`src/rtl/tbaem_pkg.sv`:
```
// Package for the three-band audio energy meter: shared types and constants.
// Used by every module of the block; depends on nothing.
`default_nettype none

package tbaem_pkg;

  // Request opcodes on the input channel.
  localparam logic OP_SAMPLE = 1'b0;
  localparam logic OP_FLUSH  = 1'b1;

  // Configuration register indexes.
  localparam logic [2:0] REG_WINDOW_LEN    = 3'd0;
  localparam logic [2:0] REG_CHANNEL_COUNT = 3'd1;
  localparam logic [2:0] REG_LOW_B0        = 3'd2;
  localparam logic [2:0] REG_LOW_A1        = 3'd3;
  localparam logic [2:0] REG_LOW_A2        = 3'd4;
  localparam logic [2:0] REG_HIGH_B0       = 3'd5;
  localparam logic [2:0] REG_HIGH_A1       = 3'd6;
  localparam logic [2:0] REG_HIGH_A2       = 3'd7;

  localparam int COEF_W = 25;
  localparam int Y_W    = 26;
  localparam int SUM_W  = 48;

  localparam logic signed [Y_W-1:0] Y_MAX = 26'sh1FFFFFF;
  localparam logic signed [Y_W-1:0] Y_MIN = -26'sh2000000;
  localparam logic [SUM_W-1:0] SUM_MAX = {SUM_W{1'b1}};

  // Input request payload.
  typedef struct packed {
    logic        op;
    logic [15:0] sample;
    logic        channel;
  } in_req_t;

  // Result payload.
  typedef struct packed {
    logic [15:0] low_rms;
    logic [15:0] mid_rms;
    logic [15:0] high_rms;
    logic [15:0] envelope_rms;
    logic [15:0] peak_level;
    logic        partial;
  } out_res_t;

  // Configuration write payload.
  typedef struct packed {
    logic [2:0]  index;
    logic [31:0] data;
  } cfg_req_t;

  // Classified command passed from the front part to the back part.
  typedef struct packed {
    logic        flush;
    logic signed [15:0] sample;
    logic        channel;
  } cmd_t;

endpackage

`default_nettype wire

```
`src/rtl/tbaem_front.sv`:
```
// Front part: accepts requests, drops samples of inactive channels and
// queues the rest as commands. Depends on tbaem_pkg.
`default_nettype none

module tbaem_front
  import tbaem_pkg::*;
#(
  parameter int MAX_CHANNELS = 2
) (
  input  wire logic       clk,
  input  wire logic       rst,
  input  wire logic       in_valid,
  output logic            in_ready,
  input  wire in_req_t    in_data,
  input  wire logic [1:0] channel_count,
  output logic            cmd_valid,
  input  wire logic       cmd_ready,
  output cmd_t            cmd_data
);

  localparam int DEPTH = 2;

  cmd_t       queue [DEPTH];
  logic       wr_ptr;
  logic       rd_ptr;
  logic [1:0] fill;
  logic [3:0] active;
  logic       keep;
  logic       push;
  logic       pop;

  // Clamp the channel count into the supported range; zero acts as one.
  always_comb begin
    active = {2'b00, channel_count};
    if (active == 4'd0) active = 4'd1;
    if (active > 4'(MAX_CHANNELS)) active = 4'(MAX_CHANNELS);
  end

  assign keep      = (in_data.op == OP_FLUSH) || ({3'b000, in_data.channel} < active);
  assign in_ready  = (fill != 2'(DEPTH));
  assign push      = in_valid && in_ready && keep;
  assign cmd_valid = (fill != 2'd0);
  assign pop       = cmd_valid && cmd_ready;
  assign cmd_data  = queue[rd_ptr];

  // Queue storage.
  always_ff @(posedge clk) begin
    if (push) begin
      queue[wr_ptr] <= '{flush:   (in_data.op == OP_FLUSH),
                         sample:  in_data.sample,
                         channel: in_data.channel};
    end
  end

  // Queue pointers and fill count.
  always_ff @(posedge clk) begin
    if (rst) begin
      wr_ptr <= 1'b0;
      rd_ptr <= 1'b0;
      fill   <= 2'd0;
    end else begin
      if (push) wr_ptr <= ~wr_ptr;
      if (pop) rd_ptr <= ~rd_ptr;
      fill <= fill + 2'(push) - 2'(pop);
    end
  end

endmodule

`default_nettype wire

```
`config.mk`:
```
export PLATFORM = sky130hd
export DESIGN_NAME = tbaem_front
export DESIGN_NICKNAME = d
export VERILOG_FILES = /design/src/rtl/tbaem_pkg.sv /design/src/rtl/tbaem_front.sv
export SDC_FILE = /design/constraint.sdc
export NUM_CORES = 1
export LEC_CHECK = 0
export ABC_AREA = 0
export BUFFER_PORTS_ARGS = -buffer_cell sky130_fd_sc_hd__buf_2
export CORE_ASPECT_RATIO = 1.25
export CORE_MARGIN = 1.5
export CORE_UTILIZATION = 50
export DETAILED_ROUTE_END_ITERATION = 8
export PLACE_DENSITY = 0.77
export SLEW_MARGIN = 20
export SYNTH_ARGS = -nofsm -noshare
export SYNTH_HDL_FRONTEND = slang
export SYNTH_SLANG_ARGS = --single-unit
```
`constraint.sdc`:
```
create_clock -name clk -period 2.2 [get_ports clk]
set_input_delay 0.44 -clock clk [delete_from_list [all_inputs] [get_ports clk]]
set_output_delay 0.44 -clock clk [all_outputs]
set_load 0.02 [all_outputs]
```
# Yosys cells after proc, flatten, opt, wreduce, memory -nomap -nowiden

Memory sizes are Yosys's and may differ from the RTL's. A register that Yosys moved wholly into a read port is not among the register bits.
Index checks and enable logic that the tools add are counted.

Add/sub/neg operators: 2
Multiplexer cells: 6
$lt $le $gt $ge: 2
Bitwise operators: 2
Equal/unequal tests: 1
Reductions and logical operators: 6

Operators by type and width:

| operator                                            | count |
|---|---|
| > comparator 4 x 2 -> 1 bit (second input constant) | 1 |
| less-than comparator 1 x 4 -> 1 bit                 | 1 |
| two-way mux 1 bit                                   | 4 |
| two-way mux 2 bit                                   | 2 |
| logical AND 1 bit                                   | 3 |
| adder 2 x 1 -> 2 bit                                | 1 |
| logical NOT 2 bit                                   | 1 |
| inequality test 2 bit (second input constant)       | 1 |
| inverter 1 bit                                      | 2 |
| nonzero test 2 bit                                  | 1 |
| subtractor 2 x 1 -> 2 bit                           | 1 |
| logical OR 1 bit                                    | 1 |

Logic and storage cells: 23
Bits of input ports: 24
Register bits: 4
Memories kept: 1
Bits in writable memories: 36
Output and inout bits: 20

Memory list:

| name  | words | bits a word | read ports | clocked after memory_dff | write ports | RTL line          | RTL |
|---|---|---|---|---|---|---|---|
| queue | 2     | 18          | 1          | 1                        | 1           | tbaem_front.sv:23 | `cmd_t queue [DEPTH];` |

# Longest topological paths before layout

Depth in word-level cells: 9
Mapped depth: 8
Mapped depth without buffers: 8

# Least setup slack after synthesis

Ideal clock, no wire load.

Path type: flip-flop to flip-flop
Start point: reg fill[0]
End point: mem queue[1][0] (netlist name), enable pin
Arrival: 1.497 ns
Cell stages (with the launch flop): 4
Required time: 1.807 ns
Period minus slack after synthesis: 1.890 ns
Setup slack: 0.310 ns
Buffers on the path: 0
Setup time: 0.393 ns
Path through: dfxtp_1 nand2b_2 o311ai_4 nor2_1

Longest elaborated chain between the ends: 5

Ends and longest elaborated chain:

| item                                    | RTL line          | RTL |
|---|---|---|
| start: declaration                      | tbaem_front.sv:26 | `logic [1:0] fill;` |
| start signal: assignment                | tbaem_front.sv:64 | `fill <= fill + 2'(push) - 2'(pop);` |
| inequality test 2 bit                   | tbaem_front.sv:40 | `assign in_ready = (fill != 2'(DEPTH));` |
| named net in_ready                      | tbaem_front.sv:13 | `output logic in_ready,` |
| logical AND 1 bit (2 in series)         | tbaem_front.sv:41 | `assign push = in_valid && in_ready && keep;` |
| two-way mux 1 bit                       | tbaem_front.sv:48 | `if (push) begin` |
| two-way mux 1 bit (not written as such) | tbaem_front.sv:49 | `queue[wr_ptr] <= '{flush: (in_data.op == OP_FLUSH),` |
| end: declaration                        | tbaem_front.sv:23 |  |

The timed path passes the listed nets, and every way through them passes these cells.

==> metrics.yaml <==
timing:
  tightest_slew_ns: 0.904
  fin_tns_setup_ns: 0
  finalHoldViolCount: 0
  finClkSkew_ns: 0.00964
  rsz0062_at_grt: "false"
  period_minus_slack_ns: 1.97
  max_freq_mhz: 508
  drv_slew: 0
  finalSetupViolations: 0
  finalCritPeriodShare_pct: 89.6
  worst_slack_ns: 0.230
  max_slew_margin_pct: 39.7
floorplan:
  start_util_pct: 53.0
  die_area_mm2: 0.00347
  ios: 44
  die_w_um: 53.0
  core-area_mm2: 0.00295
  die_h_um: 65.5
  num_rows: 22
worst_setup_path:
  critPathSlowestCell: "dfxtp_1"
  crit_buf_inv: 2
  crit_path_cell_trace: "buf_12 -> mux2_2 -> buf_2"
  endpoint_kind: "output pin"
  path_class: "reg2out"
  crit_arrival_ns: 1.53
  path_max_fanout: 13
  cpLargestDelayFamily: "flip-flops"
  cp_slowest_stage_delay_ns: 0.53
  cp_data_required_time_ns: 1.76
  worstSetupStartpointType: "flip-flop"
clock_network:
  clk-insertion-delay-late_ns: 0.33
  cts_buffer_depth: 2
  cts-resized-gates: 0
  postCtsSetupBuffers: 0
  tritoncts.num_buffers: 5
  root_buffer: "clkbuf_4"
  htreeDepth: 2
  hold_buffers: 0
  clk_pin_slew_ns: 0.11
  clock_sinks: 41
  tritoncts: "done"
cells_and_area:
  nets: 157
  syn_to_final_growth_pct: 19.8
  drive_gt1_share_pct: 55.0
  final_cell_area_mm2: 0.00187
  final_util_pct: 63.5
  fin_cells: 167
  final_common_cell: "buf_2"
  final_cell_mix: "42 x buf_2, 36 x edfxtp_1, 18 x mux2_2"
  antennaDiodeCount: 0
power:
  p_per_area_mw_per_mm2: 1160
  p_leak_nw: 0.723
  ir_worst_vdd_uv: 760
yosys:
  post-synth-top-area-fraction_pct: 69.2
  ys_seq_elements: 41
  synth_area_mm2: 0.00156
  syn_nets: 109
  yosys.area.top_type: "edfxtp_1"
  syn-mean-instance-area_um2: 18.8
  ys_warn_count: 0
  synthTopCellsByArea: "edfxtp_1 69%, mux2_2 13%, dfxtp_1 6.4%"
  synthCells: 83
  synth-seq-area-share_pct: 75.6
  synth_cell_types: 18
placed_design:
  place_area_mm2: 0.00183
  dp_hpwl_mm: 1.59
  routabilityCongestion: 0.677
  port_buffers: 42
  dpl.cell_count: 160
  pre_cts_slack_ns: 0.211
status:
  status: "complete, no violations"
global_routing:
  antenna_found_initial: 0
  grt_pass1_wl_mm: 3.53
  grt_max_degree: 19
  grt-ovfl-total: 0
  grt_usage_pct: 14.7
  grt_pass1_vias: 844
drt:
  avgViaCountPerCell: 4.95
  drt_iter0_markers: 15
  firstDrtPassIters: 3
  drc: 0
  vias: 827
  ant_nets: 0
  wl_mm: 2.23
  wl_per_cell_um: 13.3
min_path:
  hold_path.class: "in2reg"
run:
  cap_violations: 0
[per-stage QoR]
step           hold slack [ns]  power [mW]
6_report                 0.296        2.16
5_1_grt                  0.265        2.30
4_1_cts                  0.276        2.19
3_5_place_dp             0.500        1.87
3_3_place_gp             0.494        1.85
2_1_floorplan            0.481        1.63
[path summary, 6_finish.rpt]
kind                       startpoint                      to  slack [ns]  cells after the start
hold reg to reg   rd_ptr$_SDFFE_PP0P_               flip-flop        0.52                      2
setup / recovery            flip-flop            cmd_data[13]        0.23                      3
hold / removal            in_data[16]  queue[1][16]$_DFFE_PP_        0.30                      1
setup reg to reg   fill[0]$_SDFF_PP0_   queue[0][2]$_DFFE_PP_        0.44                      3
[cell usage after synthesis]
master	number
edfxtp_1	36
mux2_2	18
nor2_1	7
dfxtp_1	5
inv_1	3
ha_1	2
and2_1	1
buf_2	1
buf_6	1
mux2_4	1
nand2b_2	1
nor2b_1	1
nor3_1	1
o21a_1	1
o311ai_4	1
or2_2	1
xnor2_1	1
xor2_1	1
[final cells by class]
class / count / area [µm²]
Sequential cell: 41 / 1180
Inverter: 3 / 11.3
Multi-Input combinational cell: 37 / 358
Timing Repair Buffer: 43 / 230
Clock buffer: 6 / 41.3
Tap cell: 36 / 45.0
Fill cell: 227 / 1070
Clock inverter: 1 / 3.75
[power by group]
group / switching, mW / total [mW] / internal [mW]
logic: 0.428 / 0.774 / 0.347
clock network: 0.204 / 0.320 / 0.116
registers: 0.0658 / 1.07 / 1.00
[metal layers]
layer | share of wire [%] | up-vias | GRT usage (%)
met3 | 6.8 | 2 | 6.59
li1 | - | 405 | -
met2 | 55 | 28 | 24.8
met4 | 0.40 | 0 | 5.77
met1 | 38 | 392 | 15.8
met5 | 0 | - | 0
[cells by family after synthesis]
kind of cell	synth area share [%]
flip-flops	75.6
multiplexers	13.9
AND/OR/NAND/NOR	3.77
buffers and inverters	1.76
AO/OA/AOI/OAI	2.16
XOR/XNOR	1.12
adder cells (fa/ha/maj)	1.60
[sequential cells by signal, summed over array words and instances (netlist names), named ones only]
| signal | cells |
|---|---|
| queue | 36 |
| fill | 2 |
| rd_ptr | 1 |
| wr_ptr | 1 |
Power figures use the tool's default switching activity.
